**src/itcr_pkg.sv**
```systemverilog
package itcr_pkg;

  localparam int MAX_REGIONS_DEF = 1024;
  localparam int QUEUE_DEPTH = 2;

  typedef enum logic {
    OP_LOAD  = 1'b0,
    OP_REMAP = 1'b1
  } op_t;

  // one queued request; a remap carries its segment in the chrom/a/b slots
  typedef struct packed {
    op_t         op;
    logic [9:0]  idx;
    logic [7:0]  chrom;
    logic [31:0] a;
    logic [31:0] b;
    logic [31:0] c;
  } req_t;

  typedef struct packed {
    logic [7:0]  chrom;
    logic [31:0] rstart;
    logic [31:0] rend;
    logic [31:0] equiv;
  } entry_t;

  typedef enum logic [1:0] {
    ST_IDLE,
    ST_RD1,
    ST_WALK,
    ST_FIN
  } state_t;

endpackage

```
**src/itcr_front.sv**
```systemverilog
module itcr_front #(
  parameter int MAX_REGIONS = itcr_pkg::MAX_REGIONS_DEF
) (
  input  logic                 s_tvalid,
  output logic                 s_tready,
  input  logic [191:0]         s_tdata,
  input  logic                 s_tuser,
  input  logic                 q_full,
  output logic                 q_push,
  output itcr_pkg::req_t       q_data
);

  logic [31:0] idx32;
  logic        drop;

  assign idx32 = {22'd0, s_tdata[9:0]};
  // loads to slots beyond the table are accepted and discarded
  assign drop = (itcr_pkg::op_t'(s_tuser) == itcr_pkg::OP_LOAD) &&
                (idx32 >= 32'(MAX_REGIONS));

  assign s_tready = !q_full;
  assign q_push   = s_tvalid && !q_full && !drop;

  always_comb begin
    q_data.op  = itcr_pkg::op_t'(s_tuser);
    q_data.idx = s_tdata[9:0];
    if (itcr_pkg::op_t'(s_tuser) == itcr_pkg::OP_LOAD) begin
      q_data.chrom = s_tdata[17:10];
      q_data.a     = s_tdata[49:18];
      q_data.b     = s_tdata[81:50];
      q_data.c     = s_tdata[113:82];
    end else begin
      q_data.chrom = s_tdata[121:114];
      q_data.a     = s_tdata[153:122];
      q_data.b     = s_tdata[185:154];
      q_data.c     = '0;
    end
  end

endmodule

```
**config.mk**
```make
export PLATFORM = sky130hd
export DESIGN_NAME = itcr_front
export DESIGN_NICKNAME = d
export VERILOG_FILES = /design/src/itcr_pkg.sv /design/src/itcr_front.sv
export SDC_FILE = /design/constraint.sdc
export NUM_CORES = 1
export LEC_CHECK = 0
export CAP_MARGIN = 25
export CORE_AREA = 2 2 122 124
export DETAILED_ROUTE_END_ITERATION = 10
export DIE_AREA = 0 0 124 126
export DONT_BUFFER_PORTS = 1
export PLACE_DENSITY = 0.3
export SKIP_LAST_GASP = 1
export SLEW_MARGIN = 20
export SYNTH_ARGS = -nofsm -noshare
export SYNTH_HDL_FRONTEND = slang
export SYNTH_SLANG_ARGS = --single-unit
```
**constraint.sdc**
```tcl
create_clock -name vclk -period 0.9
set_input_delay 0.045 -clock vclk [all_inputs]
set_output_delay 0.045 -clock vclk [all_outputs]
set_load 0.03 [all_outputs]
```
=== Word level (Yosys, flattened, before mapping) ===
Cells that the tools add are included.

* Bitwise gates (word level): 1
* $lt $le $gt $ge: 1
* Reductions and logical operators: 5
* Muxes and demuxes: 1

{| class="wikitable"
|+ Operator list
! kind !! number
|-
| 104-bit two-way mux || 1
|-
| 10-bit by 11-bit >= comparator with 1-bit output, second input constant || 1
|-
| 1-bit logical AND || 3
|-
| 1-bit zero test || 2
|-
| 1-bit inverter || 1
|}

* Word-level logic and storage cells: 8
* Output and inout port bits: 117
* Bits in registers: 0
* Input bits: 195

=== Depth between registers and ports, before layout ===
* Depth after elaboration: 4
* Mapped depth: 4
* Gate-level depth less buffers: 1

=== Least setup slack after synthesis ===
Ideal clock, no wire load.

* Kind: input to output
* Start: input s_tuser
* End: output q_data[10] (netlist bit)
* Stages: 4
* Arrival: 0.885 ns
* Data required time: 0.855 ns
* Buffers on the path: 3
* Slack: -0.030 ns
* Cells stage by stage: buf_6 -> buf_6 -> buf_2 -> nor2b_1

{| class="wikitable"
|+ RTL lines
! element !! RTL line !! source
|-
| start: declaration || itcr_front.sv:7 || <nowiki>input logic s_tuser,</nowiki>
|-
| end: declaration || itcr_front.sv:10 || <nowiki>output itcr_pkg::req_t q_data</nowiki>
|}

=== Worst setup path after layout ===
* Start: input s_tuser
* End: output q_data[82] (netlist bit)

* Cells in the longest elaborated chain, start to end: 1

{| class="wikitable"
|+ Ends and longest elaborated chain
! element !! RTL line !! source
|-
| 104-bit two-way mux || itcr_front.sv:27 || <nowiki>if (itcr_pkg::op_t'(s_tuser) == itcr_pkg::OP_LOAD) begin</nowiki>
|}

Every way passes these cells.

==> metrics.md <==
| Metric | Value |
|---|---|
| Slowest CP cell | mux2_2 |
| Routing usage on met2 | 0.112 |
| Commonest non-fill, non-tap cell in the layout | mux2_2 |
| Core footprint | 14300 um^2 |
| Crit path launch type | primary input |
| Gr busiest metal | met2 |
| Sequential cell area | 0 um^2 |
| PostCTS Resize Cnt | 0 |
| IO Count | 312 |
| Critical path buffers and inverters | 0 |
| Layout area overhead | 22.6% |
| Vias in the first global route | 961 |
| Critical Path End Type | output port |
| DR DRC count | 0 |
| Complex-gate fraction of the synthesized area | 0 |
| Post-route clock period utilization | 0.629 |
| Pwr Density | 804 nW/um^2 |
| Setup TNS | 0 ns |
| Seq/Total Area, Yosys | 0 |
| Synth Area in XOR/XNOR | 0 |
| Area contributors post-synth | mux2_2 (38%), mux2_4 (32%), nor2b_1 (16%), buf_4 (6.4%), buf_6 (4.3%) |
| Standard-cell row count | 44 |
| N_diodes | 0 |
| Status | finished clean |
| Antenna violations before repair | 0 |
| Final hold viol count | 0 |
| Seq Cell Count | 0 |
| Hold Buf Count CTS | 0 |
| Total grt overflow | 0 |
| Setup WS pre-CTS | 0.347 ns |
| Post-synth cell types | 7 |
| Cells along the critical path | mux2_2 |
| Peak supply drop | 0.155 mV |
| Synth area leader | mux2_2 |
| Required @ worst endpoint | ~0.85 ns |
| GR Util met3 | 0.00815 |
| Post-Syn Area per Cell | slightly above 10 um^2 |
| Synth Instances | 129 |
| MaxCap Viol Count | 0 |
| Maximum clock rate | between 1500 and 2000 MHz |
| Clock period minus worst slack | 0.566 ns |
| Max Slew Vio Count | 0 |
| Most frequent cells in the layout | mux2_2 (44), nor2b_1 (31), buf_4 (31) |
| Synth Area in Simple Gates | 0.159 |
| RSZ-0062 raised after global routing | false |
| Mapped cell area | 1300 um^2 |
| Initial DRC Count | 4 |
| Adder-Cell Fraction of Synth Area | 0 |
| Min-Delay Path Class | in2out |
| Mux cell area share after synthesis | 0.705 |
| Crit Path Max Fanout | between 100 and 150 |
| # clk buffers | 0 |
| Largest net degree at the start of global routing | 106 |
| PnR worst setup slack | 0.334 ns |
| Crit Path Class | in2out |
| Yosys Warn Count | 0 |
| DR pass1 iterations | 2 |
| First-pass GRT wire length | 5.48 mm |
| Final setup vio count | 0 |
| Layout Nets | around 330 |
| Via count | around 1.1k |
| Starting Density | 0.0908 |
| Die width | around 120 um |
| DR WL/cell | 15.3 um |
| Post-synth top area share | 0.381 |
| Antenna Violating Nets Remaining | 0 |
| Total Die Area | 15600 um^2 |
| IO Port Bufs | 0 |
| GRT Total Usage | 0.0479 |
| Slew Limit Headroom | 0.769 |
| LEAKAGE | 0.000641 uW |
| Crit path DAT | 0.52 ns |
| Syn_nets | 324 |
| M1 GR Usage | 0.0404 |
| CP max stage delay | 0.44 ns |
| Post-CTS setup buffers | 0 |
| Tightest Pin Transition | 0.345 ns |
| Main combinational cell family by area after synthesis | multiplexers |
| Share of cells above drive strength 1 | 0.766 |
| Die Span Y | 126 um |
| WL final | 4.92 mm |
| Placer Congestion | 0.764 |
| Via/cell ratio | 3.39 |
| Worst path top cell family by delay | multiplexers |
==> metrics by stage <==
stage / total power [uW] / cells / hold slack (ns) / utilization / cell area, um^2
global placement: 1300 / 321 / 0.0902 / 0.111 / 1590
finish: 1280 / 321 / 0.0900 / 0.111 / 1590
CTS: 1290 / 321 / 0.0902 / 0.111 / 1590
global route: 1330 / 321 / 0.0900 / 0.111 / 1590
detailed placement: 1290 / 321 / 0.0902 / 0.111 / 1590
floorplan: 1320 / 129 / 0.200 / - / 1310
==> worst paths after layout <==
| kind | startpoint | end | slack, ns | cells after the start |
|---|---|---|---|---|
| setup / recovery | s_tuser | q_data[82] | 0.33 | 1 |
| hold / removal | s_tdata[0] | q_data[104] | 0.09 | 0 |
==> cell families (layout without fill, tap and decap cells) <==
kind of cell,count (synthesis),count (layout)
muxes,72,72
and+or+nand+nor,33,33
buffers and inverters,24,32
==> per-layer routing <==
metal  up-vias  part of all wire
li1        452                 -
met1       443              0.27
met2       190              0.58
met3         2              0.15
met4         0            0.0035
met5         -                 0
==> cell type report <==
cell class | count | area [um^2]
inverters | 1 | 3.75
fillers | 1656 | 12700
multi-input cells | 105 | 1130
repair buffers | 31 | 233
well taps | 184 | 230
==> Yosys cell counts (all sizes together) <==
| cell | count |
|---|---|
| nor2b | 33 |
| inv | 1 |
| buf | 23 |
| mux2 | 72 |
==> power breakdown <==
| group | total, uW | internal [uW] | switching [uW] |
|---|---|---|---|
| combinational | 1280 | 442 | 840 |
| clock | 0 | 0 | 0 |
| sequential | 0 | 0 | 0 |
(Power assumes the default switching activity.)
