==> src/itcr_pkg.sv <==
package itcr_pkg;

  localparam int MAX_REGIONS_DEF = 1024;
  localparam int QUEUE_DEPTH = 2;

  typedef enum logic {
    OP_LOAD  = 1'b0,
    OP_REMAP = 1'b1
  } op_t;

  // one queued request; a remap carries its segment in the chrom/a/b slots
  typedef struct packed {
    op_t         op;
    logic [9:0]  idx;
    logic [7:0]  chrom;
    logic [31:0] a;
    logic [31:0] b;
    logic [31:0] c;
  } req_t;

  typedef struct packed {
    logic [7:0]  chrom;
    logic [31:0] rstart;
    logic [31:0] rend;
    logic [31:0] equiv;
  } entry_t;

  typedef enum logic [1:0] {
    ST_IDLE,
    ST_RD1,
    ST_WALK,
    ST_FIN
  } state_t;

endpackage

==> src/itcr_queue.sv <==
module itcr_queue (
  input  logic           clk,
  input  logic           rst,
  input  logic           push,
  input  itcr_pkg::req_t wdata,
  output logic           full,
  input  logic           pop,
  output logic           empty,
  output itcr_pkg::req_t rdata
);

  localparam int PW = $clog2(itcr_pkg::QUEUE_DEPTH);

  itcr_pkg::req_t mem [itcr_pkg::QUEUE_DEPTH];
  logic [PW-1:0]  wp, rp;
  logic [PW:0]    cnt;

  assign full  = cnt == (PW+1)'(itcr_pkg::QUEUE_DEPTH);
  assign empty = cnt == '0;
  assign rdata = mem[rp];

  always_ff @(posedge clk) begin
    if (push) mem[wp] <= wdata;
  end

  always_ff @(posedge clk) begin
    if (rst) begin
      wp  <= '0;
      rp  <= '0;
      cnt <= '0;
    end else begin
      if (push) wp <= (wp == PW'(itcr_pkg::QUEUE_DEPTH - 1)) ? '0 : wp + 1'b1;
      if (pop)  rp <= (rp == PW'(itcr_pkg::QUEUE_DEPTH - 1)) ? '0 : rp + 1'b1;
      cnt <= cnt + (PW+1)'(push) - (PW+1)'(pop);
    end
  end

endmodule

==> config.mk <==
export PLATFORM = sky130hd
export DESIGN_NAME = itcr_queue
export DESIGN_NICKNAME = d
export VERILOG_FILES = /design/src/itcr_pkg.sv /design/src/itcr_queue.sv
export SDC_FILE = /design/constraint.sdc
export NUM_CORES = 1
export LEC_CHECK = 0
export ABC_AREA = 1
export BUFFER_PORTS_ARGS = -buffer_cell sky130_fd_sc_hd__buf_2
export CAP_MARGIN = 20
export CORE_AREA = 2 2 133 135
export DETAILED_ROUTE_END_ITERATION = 8
export DIE_AREA = 0 0 135 137
export PLACE_DENSITY = 0.8
export SLEW_MARGIN = 20
export SYNTH_ARGS = -nofsm -noshare
export SYNTH_HDL_FRONTEND = slang
export SYNTH_SLANG_ARGS = --single-unit
export TNS_END_PERCENT = 20
==> constraint.sdc <==
create_clock -name clk -period 7.6 [get_ports clk]
set_input_delay 0.38 -clock clk [delete_from_list [all_inputs] [get_ports clk]]
set_output_delay 0.38 -clock clk [all_outputs]
set_load 0.05 [all_outputs]
Yosys cells after proc, flatten, opt, wreduce, memory -nomap -nowiden
Memories as Yosys holds them, arrays and structs flattened. A register that Yosys moved wholly into a read port is not among the register bits.
Cells that the tools add are included.
{ "totals": {"output_inout_bits": 117, "wordCells": 16, "reg_bits": 4, "n_memories": 1, "ram_bits": 230, "input_bits": 119} }
{ "classes": {"mux": 6, "eq_ne": 1, "n_addsub": 4, "reduce_logical": 1} }
{ "memory_table": {"columns": ["name", "words", "word_bits", "rd", "rd_clocked_by_memory_dff", "wr", "line_no", "source"], "rows": [
  ["mem", 2, 115, 1, 1, 1, "itcr_queue.sv:14", "itcr_pkg::req_t mem [itcr_pkg::QUEUE_DEPTH];"]
]} }
{ "ops": {"columns": ["operator", "count"], "rows": [
  ["$mux 1", 6],
  ["$add 1x1->1 const B", 2],
  ["$add 2x1->2", 1],
  ["$eq 2x2->1 const B", 1],
  ["$logic_not 2->1", 1],
  ["$sub 2x1->2", 1]
]} }

Logic depth before layout (Yosys ltp)
Gate-level depths: netlist (run 1).
{ "logic_depth": {"depth_word": 4, "ltp_mapped": 9, "ltp_nobuf": 9} }

Worst setup path after synthesis (run 1)
No wires, ideal clock.
{ "synth_timing": {"path_type": "input -> register", "from": "input push", "to": "memory mem[0][0] (netlist name), enable pin", "slack_ns": 1.775, "arrival_ns": 5.232, "stages": 2, "path_buffers": 0, "setup_ns": 0.593, "cell_sequence": "inv_1 > nor2_1"} }
{ "synth_between": {"elab_chain_cells": 2} }
{ "synth_lines": {"columns": ["item", "line_no", "source"], "rows": [
  ["start, declared", "itcr_queue.sv:4", "input logic push,"],
  ["$mux 1", "itcr_queue.sv:23", "if (push) mem[wp] <= wdata;"],
  ["$mux 1 (not written as such)", "itcr_queue.sv:23", null],
  ["end, declared", "itcr_queue.sv:14", null]
]} }
Every way passes these cells.

==> run metrics, run 1 <==
total congestion overflow=0; min cycle time layout=3.318 ns; CTS-repair resized insts=0; Die ar.=18500 sq um; clk buf depth=3; CP arrival=2.94 ns; number of fill cells=1220; pin count of the biggest net entering global routing=63; 1st-iter DRT viols=258; max cap viols=0; Slew @ Worst Pin=0.9830 ns; Final Wtd Congestion=0.7361; cts bufs inserted=23; initial antenna violation count=4; Crit Path Max Fanout=62; Post-Syn Area=8722 sq um; Rel. slew slack=0.3447; Leakage=4.194 nW; H-tree Lvls=1; CTS root buf=clkbuf_16; post-layout instance area=10820 sq um; Final period util=0.4366; PwrDens=284.4 nW/um^2; die width=135 microns; post-CTS setup buffers=0; clk_skew=0.006634 ns; IO Pins=236; Post-Syn Nets=510; TNS Setup=0 ns; CP startpoint kind=flop; first-pass GRT wire length=23610 microns; Synth Instances=389; final setup fails=0; final wirelength=16040 microns; Clock Latency Late Sink=0.49 ns; DR WL/cell=18.17 microns; Synth-to-Final Area Change=24.00%; hold buffers post-CTS=0; HPWL after detailed placement=10830 microns; Yosys reg bits=235; initial core utilization=0.5114; final worst slack=4.282 ns; GRT Resource Usage Total=0.1660; Post-Route Utilization=0.6341; clock-pin slew on the worst setup and hold paths=0.06 ns; antenna-violating nets left=0; Achievable Freq=301.4 MHz; max-slew violations=0; Final Net Count=761; core area=17060 sq um; Setup crit end kind=output pin; area occupied by multi-input gates=1584 sq um; crit path kind=flop to output pin; unique cell type count in the Yosys netlist=14; Worst VDD drop=0.2039 mV; outcome=completed; Ys Warns=0; # clock sinks=235; TritonCTS clock tree=yes; std cell rows=48; IO Port Bufs=235; Req. time, crit path=7.22 ns; post-placement cell area=10110 sq um; Sequential cell area=7010 sq um; via count=4430; Power Total=0.003076 W; vias in the first global route=4506; RSZ-0062 raised after global routing=no; dpl ws=4.765 ns; syn_area_per_cell=22.42 sq um; layout cells sized above 1=0.5939; die height=137 microns; residual DRC count=0; drt via density=5.017; Pre-antenna DRT Iters=6; sequential-to-total area share from yosys stat=0.8033; Hold Path Class=input pin to flop; Final Hold Viols=0
## cells by family (layout without fill, tap and decap cells)
group,after synthesis,count (layout),synth area share
compound gates,1,1,0.0005733
xor+xnor,1,1,0.001004
flops,235,235,0.8033
buf+inv,21,287,0.01592
fa+ha+maj,2,2,0.002869
simple gates,14,14,0.006310
other cells,0,3,0
mux,115,115,0.1700
## layout by cell type, fill, tap and decap left out
cell	count
inv_4	1
nor3_1	1
mux2_2	65
nor2_1	7
edfxtp_1	230
clkbuf_16	23
diode_2	3
xnor2_1	1
clkinv_1	2
clkinv_2	6
mux2_4	50
clkbuf_8	2
dfxtp_4	1
ha_1	2
nor2_4	1
buf_4	4
bufinv_16	1
nand2_1	4
a21oi_1	1
clkbuf_1	6
inv_1	7
dfxtp_1	4
nand3_1	1
buf_2	235
## cell type report
class | count | area share
well taps | 225 | 0.02603
inverters | 8 | 0.003008
flip-flops and latches | 235 | 0.6482
multi-input cells | 133 | 0.1465
clock buffers | 31 | 0.05784
repair buffers | 239 | 0.1115
diodes | 3 | 0.0006941
clock inverters | 9 | 0.006247
## flip-flops by register name (all words and copies together), names as in the netlist, named ones only
signal  flops
cnt         2
rp          1
wp          1
mem       230
## power breakdown
part / switching (W) / leakage, nW / internal (W)
logic: 0.000345 / 1.65 / 0.000152
registers: 0.0000295 / 2.20 / 0.00150
clock network: 0.000439 / 0.346 / 0.000608
## routing by layer
layer,GRT usage,vias up,wire length (microns)
met3,0.05259,28,1391
li1,-,2025,-
met1,0.2037,2178,6260
met4,0.05382,2,344
met2,0.2820,197,8033
met5,0,-,13
## through the flow
step,instances,hold WS (ns)
after floorplan,389,0.4512
after global placement,840,0.5021
after detailed placement,840,0.4970
after CTS,880,0.05045
after global routing,882,0.04658
final,883,0.07414
## synth_stat cells, drive strengths merged
cell | n | area [sq um]
nand2 | 4 | 15.01
nor2 | 8 | 30.03
mux2 | 115 | 1483
a21oi | 1 | 5.000
inv | 8 | 30.03
edfxtp | 230 | 6907
nand3 | 1 | 5.000
dfxtp | 5 | 100.1
nor3 | 1 | 5.000
buf | 13 | 108.9
xnor2 | 1 | 8.760
ha | 2 | 25.02
## worst max-delay path, cell delays in order, from the launching register on
cell and delay (ns):
dfxtp_4 0.86, buf_4 0.89, mux2_2 0.43, buf_2 0.21
## path summary, 6_finish.rpt
path	from	end	slack, ns	cells after the start
worst max-delay path	flop	rdata[0]	4.28	3
worst min-delay path	wdata[89]	mem[1][89]	0.07	1
worst max register to register	wp	mem[0][63]	5.37	3
worst min register to register	rp	flop	0.51	2
Note: power is estimated with default switching activity, not from simulation.
==> inputs of run 2 (changes only) <==
Clock period 7.6 ns to 3.3 ns, I/O delays scaled along.
==> run metrics, run 2 (synthesis results as in run 1) <==
via count=4915; commonest non-fill, non-tap cells in the layout=235 x buf_2, 230 x edfxtp_1, 117 x dlygate4sd3_1; largest registers=mem x230, cnt x2; clk_skew=0.008457 ns; cts bufs inserted=23; die width=135 microns; HPWL after detailed placement=10800 microns; IO Pins=236; max-slew violations=0; first-pass GRT wire length=27480 microns; pin count of the biggest net entering global routing=63; Switching Share=0.2643; met2 GRT Util=0.3511; TNS Setup=0 ns; Largest register FFs=230; CTS root buf=clkbuf_16; drt via density=4.910; Pre-antenna DRT Iters=4; layout cells sized above 1=0.5064; 1st-iter DRT viols=314; CP startpoint kind=flop; TritonCTS clock tree=yes; GRT Resource Usage Total=0.1926; clock-pin slew on the worst setup and hold paths=0.06 ns; CP arrival=2.14 ns; global routing's busiest layer=met2; GR met1 Demand/Resource=0.2310; Final Net Count=881; final wirelength=18220 microns; # clock sinks=235; residual DRC count=0; Hold Path Class=input pin to flop; Psw=0.001934 W; crit path kind=flop to output pin; total congestion overflow=0; Rel. slew slack=0.4700; Slowest-stage cell, CP=dfxtp_4; outcome=completed; die height=137 microns; Final Hold Viols=0; Crit Path Max Fanout=27; Req. time, crit path=3.13 ns; number of fill cells=1059; Clock Latency Late Sink=0.50 ns; antenna cells=0; part of the power in registers=0.480; Leakage=4.720 nW; Internal Power=0.005383 W; Final Wtd Congestion=0.7473; combinational power share=0.177; Cell Chain, Critical Path=buf_4 > mux2_2 > buf_2; hold slack=0.02291 ns; final setup fails=0; max cap viols=0; Crit path largest cell delay=0.58 ns; dpl ws=1.511 ns; IO Port Bufs=235; Synth-to-Final Area Change=38.27%; clock share of power=0.343; vias in the first global route=5310; clk buf depth=3; std cell rows=48; Die ar.=18500 sq um; H-tree Lvls=1; Final period util=0.6987; RSZ-0062 raised after global routing=no; Slew @ Worst Pin=0.7950 ns; final worst slack=0.9942 ns; min cycle time layout=2.306 ns; met3 Resource Use GR=0.04000; core area=17060 sq um; post-CTS setup buffers=0; Worst VDD drop=0.5351 mV; DR WL/cell=18.20 microns; initial core utilization=0.5114; Achievable Freq=433.7 MHz; initial antenna violation count=0; Setup crit end kind=output pin; antenna-violating nets left=0; Biggest register=mem; PwrDens=606.7 nW/um^2; commonest non-fill, non-tap cell in the layout=buf_2
## run 2: layout make-up
class                           instances  area (sq um)  share of cell area
Clock buffer                           29         618.1             0.05125
Clock inverter                         12         108.9            0.009026
Inverter                                8         32.53            0.002697
Multi-Input combinational cell        133          1584              0.1313
Sequential cell                       235          7010              0.5813
Tap cell                              225         281.5             0.02334
Timing Repair Buffer                  359          2425              0.2011
## run 2: worst paths after layout
kind              startpoint    endpoint  slack (ns)  cells after the start
hold / removal          push          wp        0.02                      3
setup reg to reg          wp  mem[1][43]        1.66                      3
setup / recovery        flop  rdata[103]        0.99                      3
hold reg to reg           rp        flop        0.54                      2
## run 2: stage by stage
stage	instance area [sq um]	util	power (W)	instances
finish	12060	0.7071	0.007317	1001
global route	12060	0.7071	0.007568	1001
CTS	12060	0.7071	0.007360	1001
detailed placement	10160	0.5958	0.004755	843
global placement	10160	0.5958	0.004716	843
floorplan	8730	-	0.004472	389
## run 2: what timing repair did
item                       in CTS  in global routing
setup endpoints to repair       0                  0
resized for setup               0                  0
hold endpoints to repair      235                  0
hold buffers                  117                  0
## run 2: worst max-delay path, delay by kind of cell (launching register included)
family | cells | cell delay (ns)
buffers and inverters | 2 | 0.65
DFF | 1 | 0.58
muxes | 1 | 0.39
## run 2: power by group through the flow
stage	registers [W]	logic, W	clock network [W]
2_1_floorplan	0.00356	0.000916	0
3_3_place_gp	0.00356	0.00115	0
3_5_place_dp	0.00358	0.00118	0
4_1_cts	0.00351	0.00129	0.00255
5_1_grt	0.00353	0.00136	0.00269
6_report	0.00351	0.00129	0.00251
## run 2: routing by layer
metal  wire (microns)  part of all wire  vias to the layer above
li1                 -                 -                     2270
met1             6979              0.38                     2417
met2             9680              0.53                      198
met3             1151             0.063                       30
met4              406             0.022                        0
met5                0                 0                        -
==> inputs of run 3 (changes only) <==
Clock period 3.3 ns to 2.3 ns, I/O delays scaled along.
==> run metrics, run 3 (synthesis results as in run 1) <==
Cell Chain, Critical Path=buf_12 > mux2_2 > buf_2; commonest non-fill, non-tap cells in the layout=235 x buf_2, 230 x edfxtp_1, 118 x dlygate4sd3_1; WP depth=3; 1st-iter DRT viols=235; Final Hold Viols=0; Die ar.=18500 sq um; HPWL after detailed placement=10440 microns; crit path kind=flop to output pin; final setup fails=0; Synth-to-Final Area Change=38.03%; first-pass GRT wire length=26480 microns; Worst Setup EP=rdata[49]; # clock sinks=235; Biggest register=mem; PwrDens=846.9 nW/um^2; layout cells sized above 1=0.5019; CP bufs+invs=2; drt via density=4.915; clk buf depth=3; RSZ-0062 raised after global routing=no; Achievable Freq=486.5 MHz; max-slew violations=0; CP startpoint kind=flop; Slowest-stage cell, CP=mux2_2; max cap viols=0; Setup crit end kind=output pin; std cell rows=48; CTS root buf=clkbuf_16; Hold Path Class=input pin to flop; H-tree Lvls=1; TNS Setup=0 ns; worst hold path stage count=2; CP arrival=1.94 ns; initial antenna violation count=1; Worst R2R Path Depth=3; initial core utilization=0.5114; Final Wtd Congestion=0.7200; DR WL/cell=17.99 microns; Clock Latency Late Sink=0.50 ns; core area=17060 sq um; residual DRC count=0; via count=4915; IO Pins=236; R2R Setup Slk=0.70 ns; IO Port Bufs=235; antenna cells=0; Pre-antenna DRT Iters=4; reg-to-reg endpoint=mem[1][73]; total congestion overflow=0; final wirelength=17990 microns; min cycle time layout=2.055 ns; Req. time, crit path=2.18 ns; antenna-violating nets left=0; RR Startpoint=wp; Final Net Count=883; clock-pin slew on the worst setup and hold paths=0.06 ns; cts bufs inserted=23; commonest non-fill, non-tap cell in the layout=buf_2; Slew @ Worst Pin=0.5426 ns; Rel. slew slack=0.6375; largest registers=mem x230, cnt x2; Crit Path Max Fanout=78; Crit path max-delay family=buffers and inverters; die height=137 microns; die width=135 microns; Largest register FFs=230; TritonCTS clock tree=yes; vias in the first global route=5287; hold slack=0.3390 ns; Final period util=0.8936; number of fill cells=1055; clk_skew=0.01794 ns; pin count of the biggest net entering global routing=79; outcome=completed; Power Total=0.01020 W; Crit path largest cell delay=0.40 ns; Worst VDD drop=0.7264 mV; GRT Resource Usage Total=0.1851; Leakage=4.681 nW
run 3: cell types whose count changed in the layout (fill, tap and decap cells not counted), moves of 2 or more:
cell / before / now
clkinv_2: 5 / 0
buf_4: 5 / 3
clkbuf_1: 4 / 8
clkbuf_8: 2 / 0
bufinv_16: 2 / 0
buf_12: 2 / 5
clkinvlp_4: 0 / 2
run 3: report_power, final:
part,total (W),internal [W],switching (W),leakage (nW)
clock network,0.00329,0.00184,0.00145,0.308
registers,0.00502,0.00496,0.0000620,2.20
logic,0.00188,0.000653,0.00123,2.17
total,0.0102,0.00745,0.00274,4.68
run 3: worst min path at each step:
stage | from | to | slack, ns
floorplan | rst | cnt[0] | 0.19
global route | wdata[102] | mem[0][102] | 0.33
global placement | wdata[8] | mem[0][8] | 0.30
finish | wdata[102] | mem[1][102] | 0.34
CTS | wdata[3] | mem[1][3] | 0.32
detailed placement | wdata[31] | mem[1][31] | 0.31
run 3: routing by layer:
layer | vias up | track usage | routed length, microns
li1 | 2272 | - | -
met1 | 2409 | 0.1992 | 6685
met2 | 194 | 0.3522 | 9644
met3 | 38 | 0.05111 | 1282
met4 | 2 | 0.05787 | 368
met5 | - | 0 | 13
run 3: what timing repair did:
| item | in CTS | in global routing |
|---|---|---|
| resized for setup | 0 | 0 |
| hold endpoints to repair | 235 | 0 |
| hold buffers | 118 | 0 |
| buffers inserted | 0 | 0 |
run 3: final cells by class:
class | instances | area [sq um] | share of cell area
multi-input combinational | 133 | 1587 | 0.1318
clock buffer | 31 | 605.6 | 0.05030
timing repair buffer | 361 | 2480 | 0.2060
sequential | 235 | 7012 | 0.5824
clock inverter | 7 | 40.04 | 0.003326
tap | 225 | 281.5 | 0.02338
inverter | 8 | 33.78 | 0.002806
run 3: worst register-to-register path: cells and delay by family, from the launching register on:
family / cells / cell delay [ns]
simple gates: 1 / 0.08
buf+inv: 2 / 0.85
flops: 1 / 0.34
run 3: metrics by stage:
stage               cell area (sq um)  setup WS [ns]  utilization  std cells
floorplan                        8737        -0.1887            -        389
global placement                10210         0.7704       0.5987        844
detailed placement              10210         0.6984       0.5987        844
CTS                             12040         0.2352       0.7058       1000
global route                    12040         0.1854       0.7058       1000
finish                          12040         0.2447       0.7058       1000
